==> config.mk <==
export PLATFORM = sky130hd
export DESIGN_NAME = skvwb_cell
export DESIGN_NICKNAME = d
export VERILOG_FILES = /design/src/rtl/sorted_key_value_write_buffer_defines.svh /design/src/rtl/skvwb_pkg.sv /design/src/rtl/skvwb_cell.sv
export SDC_FILE = /design/constraint.sdc
export NUM_CORES = 1
export LEC_CHECK = 0
export BUFFER_PORTS_ARGS = -buffer_cell sky130_fd_sc_hd__buf_2
export CAP_MARGIN = 20
export CORE_AREA = 2 2 256 258
export DETAILED_ROUTE_END_ITERATION = 12
export DIE_AREA = 0 0 258 260
export PLACE_DENSITY = 0.34
export SYNTH_ARGS = -nofsm -noshare
export SYNTH_HDL_FRONTEND = slang
export SYNTH_SLANG_ARGS = --single-unit
==> constraint.sdc <==
create_clock -name clk -period 12.47 [get_ports clk]
set_clock_uncertainty 0.05 [all_clocks]
set_input_delay 0 -clock clk [delete_from_list [all_inputs] [get_ports clk]]
set_output_delay 0 -clock clk [all_outputs]
set_load 0.05 [all_outputs]
==> src/rtl/sorted_key_value_write_buffer_defines.svh <==
// ----------------------------------------------------------------------------
// sorted key-value write buffer: assertion macros
// shared concurrent assertion forms, clocked on clk and held off in reset
// ----------------------------------------------------------------------------
`ifndef SORTED_KEY_VALUE_WRITE_BUFFER_DEFINES_SVH
`define SORTED_KEY_VALUE_WRITE_BUFFER_DEFINES_SVH

// condition that must hold at every clock edge
`define SKVWB_ASSERT_ALWAYS(label, cond, msg) \
    label: assert property (@(posedge clk) disable iff (!rst_n) (cond)) else $error(msg);

// same-cycle implication
`define SKVWB_ASSERT_IMPL(label, ante, cons, msg) \
    label: assert property (@(posedge clk) disable iff (!rst_n) (ante) |-> (cons)) \
        else $error(msg);

// next-cycle implication
`define SKVWB_ASSERT_NEXT(label, ante, cons, msg) \
    label: assert property (@(posedge clk) disable iff (!rst_n) (ante) |=> (cons)) \
        else $error(msg);

`endif

==> src/rtl/skvwb_pkg.sv <==
// ----------------------------------------------------------------------------
// skvwb_pkg
// types, codes and sizes shared by the write buffer and its cells
// ----------------------------------------------------------------------------
package skvwb_pkg;

    localparam int CAPACITY = 32;
    localparam int CNT_W    = $clog2(CAPACITY + 1);
    localparam int TOTAL_W  = 7;
    localparam int KEY_W    = 64;
    localparam int VAL_W    = 64;

    localparam logic [TOTAL_W-1:0] CAP_LIMIT         = TOTAL_W'(CAPACITY);
    localparam logic [TOTAL_W-1:0] FILL_LIMIT_RESET  = 7'd32;
    localparam logic [KEY_W-1:0]   SIGN_FLIP         = {1'b1, {(KEY_W-1){1'b0}}};

    // request kinds
    localparam logic [1:0] REQ_PUT   = 2'd0;
    localparam logic [1:0] REQ_GET   = 2'd1;
    localparam logic [1:0] REQ_DRAIN = 2'd2;

    // result status codes
    localparam logic [2:0] STS_INSERTED = 3'd0;
    localparam logic [2:0] STS_UPDATED  = 3'd1;
    localparam logic [2:0] STS_REJECTED = 3'd2;
    localparam logic [2:0] STS_LIVE     = 3'd3;
    localparam logic [2:0] STS_TOMB     = 3'd4;
    localparam logic [2:0] STS_MISS     = 3'd5;
    localparam logic [2:0] STS_DRAINED  = 3'd6;
    localparam logic [2:0] STS_EMPTY    = 3'd7;

    // cell operations
    localparam logic [2:0] CELL_HOLD   = 3'd0;
    localparam logic [2:0] CELL_LOOK   = 3'd1;
    localparam logic [2:0] CELL_UPDATE = 3'd2;
    localparam logic [2:0] CELL_INSERT = 3'd3;
    localparam logic [2:0] CELL_DRAIN  = 3'd4;

    typedef struct packed {
        logic [KEY_W-1:0] key;
        logic [VAL_W-1:0] value;
        logic             tomb;
    } entry_t;

    // broadcast from the controller to every cell
    typedef struct packed {
        logic [2:0] op;
        entry_t     req;
    } cell_ctrl_t;

endpackage

==> src/rtl/skvwb_cell.sv <==
// ----------------------------------------------------------------------------
// skvwb_cell
// one slot of the sorted chain: holds an entry, compares against the
// broadcast key and shifts right on insert or left on drain
// ----------------------------------------------------------------------------
module skvwb_cell (
    input  logic                clk,
    input  skvwb_pkg::cell_ctrl_t ctrl,
    input  logic                occ,
    input  logic                left_less,
    input  skvwb_pkg::entry_t   left_ent,
    input  skvwb_pkg::entry_t   right_ent,
    output skvwb_pkg::entry_t   ent,
    output skvwb_pkg::entry_t   hit_ent,
    output logic                less,
    output logic                eq
);
    import skvwb_pkg::*;

    entry_t ent_reg;
    logic   less_reg;
    logic   eq_reg;

    always_ff @(posedge clk)
    begin
        unique case (ctrl.op)
            CELL_LOOK:
            begin
                // signed compare by flipping the sign bits
                less_reg <= occ && ((ent_reg.key ^ SIGN_FLIP) < (ctrl.req.key ^ SIGN_FLIP));
                eq_reg   <= occ && (ent_reg.key == ctrl.req.key);
            end
            CELL_UPDATE:
            begin
                if (eq_reg)
                begin
                    ent_reg <= ctrl.req;
                end
            end
            CELL_INSERT:
            begin
                if (!less_reg)
                begin
                    ent_reg <= left_less ? ctrl.req : left_ent;
                end
            end
            CELL_DRAIN:
            begin
                ent_reg <= right_ent;
            end
            default:
            begin
            end
        endcase
    end

    assign ent     = ent_reg;
    assign hit_ent = eq_reg ? ent_reg : '0;
    assign less    = less_reg;
    assign eq      = eq_reg;

endmodule

==> results_dict.tcl, run 1 <==
set metrics [dict create \
    status "finished, final reports clean" \
    synth_flop_cell "edfxtp_1" \
    max_slew_margin_pct 34.21 \
    cts_setup_buffers 0 \
    leakagePower_nw 7.563 \
    netlist_instances 882 \
    cts_root_buffer "clkbuf_16" \
    drcViolationCount 0 \
    tightest_slew_ps 986.8 \
    avgRoutedWirePerCell_um 17.26 \
    grt_start_max_net_pins 130 \
    cp.arrival_ps 4000 \
    synth_area_per_cell_um2 9.794 \
    p_int_mw 1.026 \
    p_sw_mw 0.6197 \
    syn_area_um2 8638 \
    ant_nets 0 \
    async_flop_share_pct 0 \
    fp.dieH_um 260 \
    h-tree-depth 4 \
    gp_congestion 0.8430 \
    grt_overflow 0 \
    syn_nets 1339 \
    min_path_type "in -> reg" \
    dp_cells 2336 \
    grt_usage_pct 13.14 \
    cts.reportedPaths.clkPinSlew_ps 60 \
    area_growth_pct 86.49 \
    synth_edf_count 131 \
    fmax_ghz 0.2613 \
    clk_path_buf_depth 2 \
    synth.most_common_cell "nand2_1" \
    cp-start-kind "primary input" \
    synthTopCellsByArea "edfxtp_1, and2_1, ha_1, a221o_1, nand2_1" \
    dieWidth_um 258 \
    clock_latency_ps 480 \
    drive_gt1_share_pct 39.42 \
    fin_area_um2 16110 \
    hold_slack_ps 173.4 \
    nets 2230 \
    pin_count 653 \
    cts_made_buffers 17 \
    p_per_area_nw_per_um2 102.1 \
    critPathCaptureType "flop" \
    pre_cts_slack_ps 9283 \
    worstRegToRegCells 7 \
    path_class "in -> reg" \
    setup_slack_ps 8643 \
    pwr-share-clk_pct 30.1 \
    drv_slew 0 \
    hold_depth 3 \
    largest_reg_flops 129 \
    synth_commonest_cells "nand2_1, edfxtp_1, and2_1, a22oi_1" \
    hold_viol 0 \
    dpl.hpwl_um 35910 \
    critPathRequiredTime_ps 12650 \
    combPwrFrac_pct 36.2 \
    post-route-period-util_pct 30.69 \
    firstDrtPassIters 5 \
    ctsResizeCount 0 \
    grt_pass1_wl_um 65360 \
    seqPwrFrac_pct 33.7 \
    grt_pass1_vias 10600 \
    cts.sink_count 131 \
    max_cap_viol_count 0 \
    synth_cell_type_count 40 \
    start_util_pct 13.47 \
    cts_tree "yes" \
    drt-vias-per-instance 3.869 \
    synth_area_leader_cell "edfxtp_1" \
    ir_drop_mv 0.08698 \
    synth_top_area_share_pct 45.54 \
    ys_seq_elements 131 \
    final_cells 2645 \
    dieArea_um2 67080 \
    fin_setup_tns_ps 0 \
    critPathMaxFanout 61 \
    yosysWarnings 0 \
    p_total_mw 1.645 \
    core_um2 64120 \
    drtIter0Drc 421 \
    place_area_um2 12810 \
    ys_seq_area_share_pct 45.54 \
    io_buffers 652 \
    vias 10230 \
    sw_frac_of_total_pct 37.66 \
    fin_crit_ps 3827 \
    rsz0062_at_grt "no" \
    setup_violations 0 \
    antenna_found_initial 8 \
    num_rows 93 \
    wl_um 45660 \
    post-route-util_pct 25.13 \
]
[area by class of cell]
cell class | count | area (um^2)
diodes | 4 | 10.01
clock buffers | 19 | 432.9
clock inverters | 13 | 111.4
fillers | 7094 | 48010
inverters | 65 | 244.0
multi-input cells | 623 | 4227
flip-flops and latches | 131 | 3934
well taps | 855 | 1070
repair buffers | 935 | 6081
[routing by layer]
metal / share of wire (%) / global-route usage [%] / vias to the layer above / wire length [um]
li1: - / - / 5031 / -
met1: 41 / 15.59 / 4790 / 18720
met2: 52 / 23.36 / 362 / 23540
met3: 5.3 / 2.758 / 47 / 2432
met4: 2.1 / 4.608 / 4 / 947
met5: 0.053 / 0 / - / 24
[layout by cell type (no fill, tap or decap), types with 8 or more instances in the layout]
master         count
buf_2            652
dlygate4sd3_1    272
nand2_1          146
edfxtp_1         131
and2_1           129
a22oi_1           67
inv_1             65
nor3_1            65
ha_1              64
a221o_1           63
a21oi_1           18
clkbuf_16         17
a21o_1            10
buf_4             10
nand3_1            8
o21ai_0            8
[power groups by stage]
stage / registers (mW) / logic, mW / clock network [mW]
detailed placement: 0.564 / 0.512 / 0
finish: 0.554 / 0.596 / 0.495
CTS: 0.555 / 0.601 / 0.526
global route: 0.558 / 0.642 / 0.537
floorplan: 0.652 / 0.246 / 0
global placement: 0.565 / 0.512 / 0
[critical path, stage by stage]
cell	delay, ps
dlygate4sd3_1	530
buf_2	150
nor3b_2	700
buf_4	640
buf_4	550
nor2_4	120
buf_4	320
nand2_1	180
nand2_1	80
dlygate4sd3_1	550
[final timing paths]
kind | from | end | slack (ps)
setup / recovery | ctrl[130] | ent[45]$_DFFE_PP_ | 8640
hold / removal | ctrl[129] | ent[70]$_DFFE_PP_ | 170
setup reg to reg | ent[100]$_DFFE_PP_ | less$_DFFE_PN_ | 9610
hold reg to reg | less$_DFFE_PN_ | ent[70]$_DFFE_PP_ | 870
[repair_timing]
action,in CTS,in global routing
setup endpoints to repair,0,0
hold buffers,272,0
hold endpoints to repair,141,0
[cell families after synthesis]
| logic type | synth area share, % |
|---|---|
| simple gates | 22.70 |
| compound gates | 16.69 |
| flops | 45.54 |
| buf+inv | 5.808 |
| fa+ha+maj | 9.270 |
(Power assumes the default switching activity.)
==> inputs of run 2 (changes only) <==
==> constraint.sdc (replaced) <==
create_clock -name clk -period 3.8 [get_ports clk]
set_clock_uncertainty 0.05 [all_clocks]
set_input_delay 0 -clock clk [delete_from_list [all_inputs] [get_ports clk]]
set_output_delay 0 -clock clk [all_outputs]
set_load 0.05 [all_outputs]
==> run 2 against run 1 <==
Net effect:
- global-route usage increased by 0.72 points
- via count is 1.2% higher
- largest cell class unchanged
- highest routed layer unchanged
- flip-flop and latch count is the same
- sequential power grew to 3.3 times the previous value
- worst setup slack lost 7800 ps
- combinational power increased to 3.3 times the previous value
- sequential share of layout area shrank 0.13 points
- utilization increased by 0.14 points
==> results_dict.tcl, run 2 (synthesis gave the netlist of run 1 again) <==
set metrics [dict create \
    avgRoutedWirePerCell_um 18.13 \
    firstDrtPassIters 5 \
    num_rows 93 \
    fin_area_um2 16200 \
    path_class "in -> reg" \
    largest_reg_flops 129 \
    ant_nets 0 \
    cts.reportedPaths.clkPinSlew_ps 70 \
    setup_violations 0 \
    core_um2 64120 \
    ir_drop_mv 0.2914 \
    fp.dieH_um 260 \
    pin_count 653 \
    nets 2225 \
    grt_start_max_net_pins 148 \
    leakagePower_nw 7.618 \
    clk_path_buf_depth 2 \
    grt_pass1_wl_um 68390 \
    rsz0062_at_grt "no" \
    setup_slack_ps 849.6 \
    hold_viol 0 \
    post-route-period-util_pct 77.64 \
    area_growth_pct 87.51 \
    critPathMaxFanout 42 \
    h-tree-depth 4 \
    cts_setup_buffers 0 \
    final_cell_mix "buf_2, dlygate4sd3_1, nand2_1, edfxtp_1, and2_1" \
    cts_tree "yes" \
    cp.arrival_ps 3240 \
    grt_pass1_vias 10790 \
    gp_congestion 0.8165 \
    drtIter0Drc 455 \
    dieWidth_um 258 \
    dpl.hpwl_um 37350 \
    critPathCaptureType "flop" \
    start_util_pct 13.47 \
    status "finished, final reports clean" \
    pre_cts_slack_ps 1072 \
    multi_input_area_um2 4227 \
    dieArea_um2 67080 \
    drcViolationCount 0 \
    grt_usage_pct 13.86 \
    max_slew_margin_pct 35.66 \
    fin_setup_tns_ps 0 \
    drt-vias-per-instance 3.918 \
    grt_overflow 0 \
    dp_cells 2338 \
    clock_latency_ps 470 \
    antenna_found_initial 10 \
    min_path_type "in -> reg" \
    cts.sink_count 131 \
    final_cells 2642 \
    drive_gt1_share_pct 39.75 \
    io_buffers 652 \
    wl_um 47890 \
    critPathRequiredTime_ps 4090 \
    p_per_area_nw_per_um2 347.4 \
    cp-start-kind "primary input" \
    fmax_ghz 0.3389 \
    drv_slew 0 \
    fillers 7089 \
    layout_commonest_cell "buf_2" \
    cts_made_buffers 17 \
    max_cap_viol_count 0 \
    vias 10350 \
    seqCellArea_um2 3934 \
    fin_crit_ps 2950 \
    place_area_um2 12900 \
    hold_slack_ps 219.5 \
    tightest_slew_ps 965.1 \
    cts_root_buffer "clkbuf_16" \
]
run 2: cell count changes in the layout (fill, tap and decap cells not counted), sizes merged:
cell,change
dlygate4sd3,-6
bufinv,+2
clkbuf,-2
diode,+2
clkinv,-1
inv,+5
buf,+1
clkinvlp,-4
run 2: where the power goes:
group | total (mW) | internal, mW | switching [mW]
Sequential | 1.81 | 1.73 | 0.0770
Clock | 1.83 | 1.05 | 0.781
Combinational | 1.99 | 0.747 | 1.25
Total | 5.63 | 3.52 | 2.10
run 2: path summary, 6_finish.rpt:
kind                           start            endpoint  slack, ps  cells after the start
hold reg to reg   ent[104]$_DFFE_PP_      less$_DFFE_PN_        960                      5
setup / recovery           ctrl[131]  ent[128]$_DFFE_PP_        850                      8
setup reg to reg  ent[126]$_DFFE_PP_      less$_DFFE_PN_       1260                      6
hold / removal                   occ        eq$_DFFE_PN_        220                      4
run 2: critical path: stages:
cell and delay, ps:
dlygate4sd3_1 520, buf_2 120, nor3b_2 540, buf_4 590, a22oi_1 190, dlygate4sd3_1 590, nand2_1 60, dlygate4sd3_1 550
run 2: area by class of cell:
class	instances	area share, %
Sequential cell	131	24.29
Inverter	65	1.506
Multi-Input combinational cell	623	26.09
Antenna cell	6	0.09269
Timing Repair Buffer	930	37.60
Tap cell	855	6.604
Clock inverter	15	1.190
Clock buffer	17	2.626
run 2: repair_timing:
item | CTS | global route
hold buffers | 266 | 0
gates resized for setup | 0 | 0
endpoints found under the hold margin | 131 | 0
run 2: stage by stage:
| stage | util [%] | power (mW) |
|---|---|---|
| after floorplan | - | 2.943 |
| after global placement | 20.12 | 3.571 |
| after detailed placement | 20.12 | 3.563 |
| after CTS | 25.24 | 5.749 |
| after global routing | 25.26 | 5.931 |
| final | 25.26 | 5.627 |
run 2: layer usage:
layer	global-route usage, %	vias up	share of wire, %
met3	3.382	62	5.5
met5	0	-	0.14
met2	24.64	344	51
met4	5.299	12	2.3
li1	-	5023	-
met1	16.00	4911	41
==> inputs of run 3 (changes only) <==
--- a/config.mk
+++ b/config.mk
@@ -10,7 +10,7 @@
 export CORE_AREA = 2 2 256 258
 export DETAILED_ROUTE_END_ITERATION = 12
 export DIE_AREA = 0 0 258 260
-export PLACE_DENSITY = 0.34
+export PLACE_DENSITY = 0.35
 export SYNTH_ARGS = -nofsm -noshare
 export SYNTH_HDL_FRONTEND = slang
 export SYNTH_SLANG_ARGS = --single-unit
==> constraint.sdc (replaced) <==
create_clock -name clk -period 2.62 [get_ports clk]
set_clock_uncertainty 0.05 [all_clocks]
set_input_delay 0 -clock clk [delete_from_list [all_inputs] [get_ports clk]]
set_output_delay 0 -clock clk [all_outputs]
set_load 0.05 [all_outputs]
==> run 3 against run 2 <==
Net effect:
- via count shrank 0.64%
- largest power group unchanged
- highest routed layer unchanged
- register-to-register slack lost 1000 ps
- sequential share of layout area shrank 0.11 points
- global-route usage shrank 0.78 points
==> results_dict.tcl, run 3 (synthesis gave the netlist of run 1 again) <==
set metrics [dict create \
    status "finished, final reports clean" \
    area_growth_pct 88.40 \
    cts_setup_buffers 0 \
    grt_start_max_net_pins 131 \
    hold_viol 0 \
    cts.reportedPaths.clkPinSlew_ps 70 \
    p_total_mw 8.108 \
    hold_slack_ps 163.4 \
    r2r-start "ent[98]$_DFFE_PP_" \
    fmax_ghz 0.4167 \
    cp.arrival_ps 2700 \
    critPathRequiredTime_ps 2920 \
    dieWidth_um 258 \
    clk_path_buf_depth 2 \
    rsz0062_at_grt "no" \
    timing.rr.end "less$_DFFE_PN_" \
    grt.busiest_layer "met2" \
    firstDrtPassIters 5 \
    regToRegSetupSlack_ps 220 \
    h-tree-depth 4 \
    dpl.hpwl_um 35580 \
    multi_input_area_um2 4239 \
    critPathMaxFanout 3 \
    pin_count 653 \
    fillers 7026 \
    drt-vias-per-instance 3.886 \
    post-route-period-util_pct 91.59 \
    leakagePower_nw 7.659 \
    seqCellArea_um2 3934 \
    path_buf_inv 0 \
    min_to "eq$_DFFE_PN_" \
    min_from "occ" \
    max_stage_delay_ps 400 \
    cts.sink_count 131 \
    worstPathCellList "ha_1 > a21o_1 > a221o_1 > a221oi_2 > o21ai_0 > a211oi_1 > o21a_1" \
    ant_nets 0 \
    grt_use_met1_pct 14.94 \
    clock_latency_ps 480 \
    grt_usage_pct 13.08 \
    num_rows 93 \
    gp_congestion 0.8564 \
    setup_slack_ps 220.4 \
    drv_slew 0 \
    met2_usage_pct 23.19 \
    cts_made_buffers 17 \
    tightest_slew_ps 612.9 \
    drtIter0Drc 578 \
    crit_family "compound AO/OA/AOI/OAI gates" \
    antenna_found_initial 8 \
    layout_commonest_cell "buf_2" \
    wl_um 45530 \
    final_cells 2647 \
    fin_crit_ps 2400 \
    cts_root_buffer "clkbuf_16" \
    avgRoutedWirePerCell_um 17.20 \
    grt_overflow 0 \
    fp.dieH_um 260 \
    cp-start-kind "flop" \
    drive_gt1_share_pct 39.99 \
    start_util_pct 13.47 \
    cpMaxStageDelayCell "edfxtp_1" \
    final_cell_mix "buf_2, dlygate4sd3_1, nand2_1, edfxtp_1, and2_1" \
    cts_tree "yes" \
    pre_cts_slack_ps 66.59 \
    dieArea_um2 67080 \
    core_um2 64120 \
    fin_setup_tns_ps 0 \
    max_slew_margin_pct 59.14 \
    dp_cells 2344 \
    p_per_area_nw_per_um2 498.2 \
    met3_usage_pct 3.343 \
    path_class "reg -> reg" \
    io_buffers 652 \
    setup_violations 0 \
    largest_reg_flops 129 \
    vias 10290 \
    grt_pass1_wl_um 64840 \
    grt_pass1_vias 10610 \
    nets 2232 \
    ir_drop_mv 0.3357 \
    max_cap_viol_count 0 \
    critPathCaptureType "flop" \
    worstRegToRegCells 7 \
    min_path_type "in -> reg" \
    hold_depth 4 \
    drcViolationCount 0 \
]
[run 3: cell count changes in the layout (fill, tap and decap cells not counted), moves of 2 or more]
cell	change
buf_12	+2
diode_2	-2
inv_6	-3
clkinv_2	+2
buf_4	+4
[run 3: routing by layer]
metal	part of all wire, %	vias to the layer above
met5	0.059	-
met4	2.8	4
met3	5.7	61
met2	51	363
met1	41	4825
li1	-	5033
[run 3: worst reg2reg max path, stage by stage (launching register included)]
cell and delay (ps):
edfxtp_1 400, ha_1 300, a21o_1 190, a221o_1 330, a221oi_2 320, o21ai_0 200, a211oi_1 330, o21a_1 160
[run 3: stage by stage]
stage,utilization (%),cell area [um^2]
after detailed placement,20.23,12970
after CTS,25.35,16250
after global placement,20.23,12970
after global routing,25.38,16270
after floorplan,-,8646
final,25.38,16270
[run 3: worst max path at each step]
stage / start / cells past startpoint / endpoint
after global placement: ent[115]$_DFFE_PP_ / 7 / less$_DFFE_PN_
after floorplan: ent[115]$_DFFE_PP_ / 6 / less$_DFFE_PN_
final: ent[98]$_DFFE_PP_ / 7 / less$_DFFE_PN_
after CTS: ent[98]$_DFFE_PP_ / 7 / less$_DFFE_PN_
after global routing: ent[98]$_DFFE_PP_ / 7 / less$_DFFE_PN_
after detailed placement: ent[98]$_DFFE_PP_ / 7 / less$_DFFE_PN_
[run 3: what timing repair did]
action | in CTS | in global routing
hold buffers | 267 | 0
setup endpoints to repair | 0 | 1
endpoints found under the hold margin | 131 | 0
resized for setup | 0 | 2
[run 3: final cells by class]
class	count	share of cell area, %
Timing Repair Buffer	937	37.92
Multi-Input combinational cell	623	26.05
Sequential cell	131	24.17
Tap cell	855	6.573
Clock buffer	17	2.614
Inverter	65	1.499
Clock inverter	15	1.115
Antenna cell	4	0.06151
[run 3: where the power goes]
group          internal, mW  total [mW]  switching (mW)
sequential             2.51        2.62           0.108
clock                  1.50        2.59            1.09
combinational          1.10        2.90            1.80
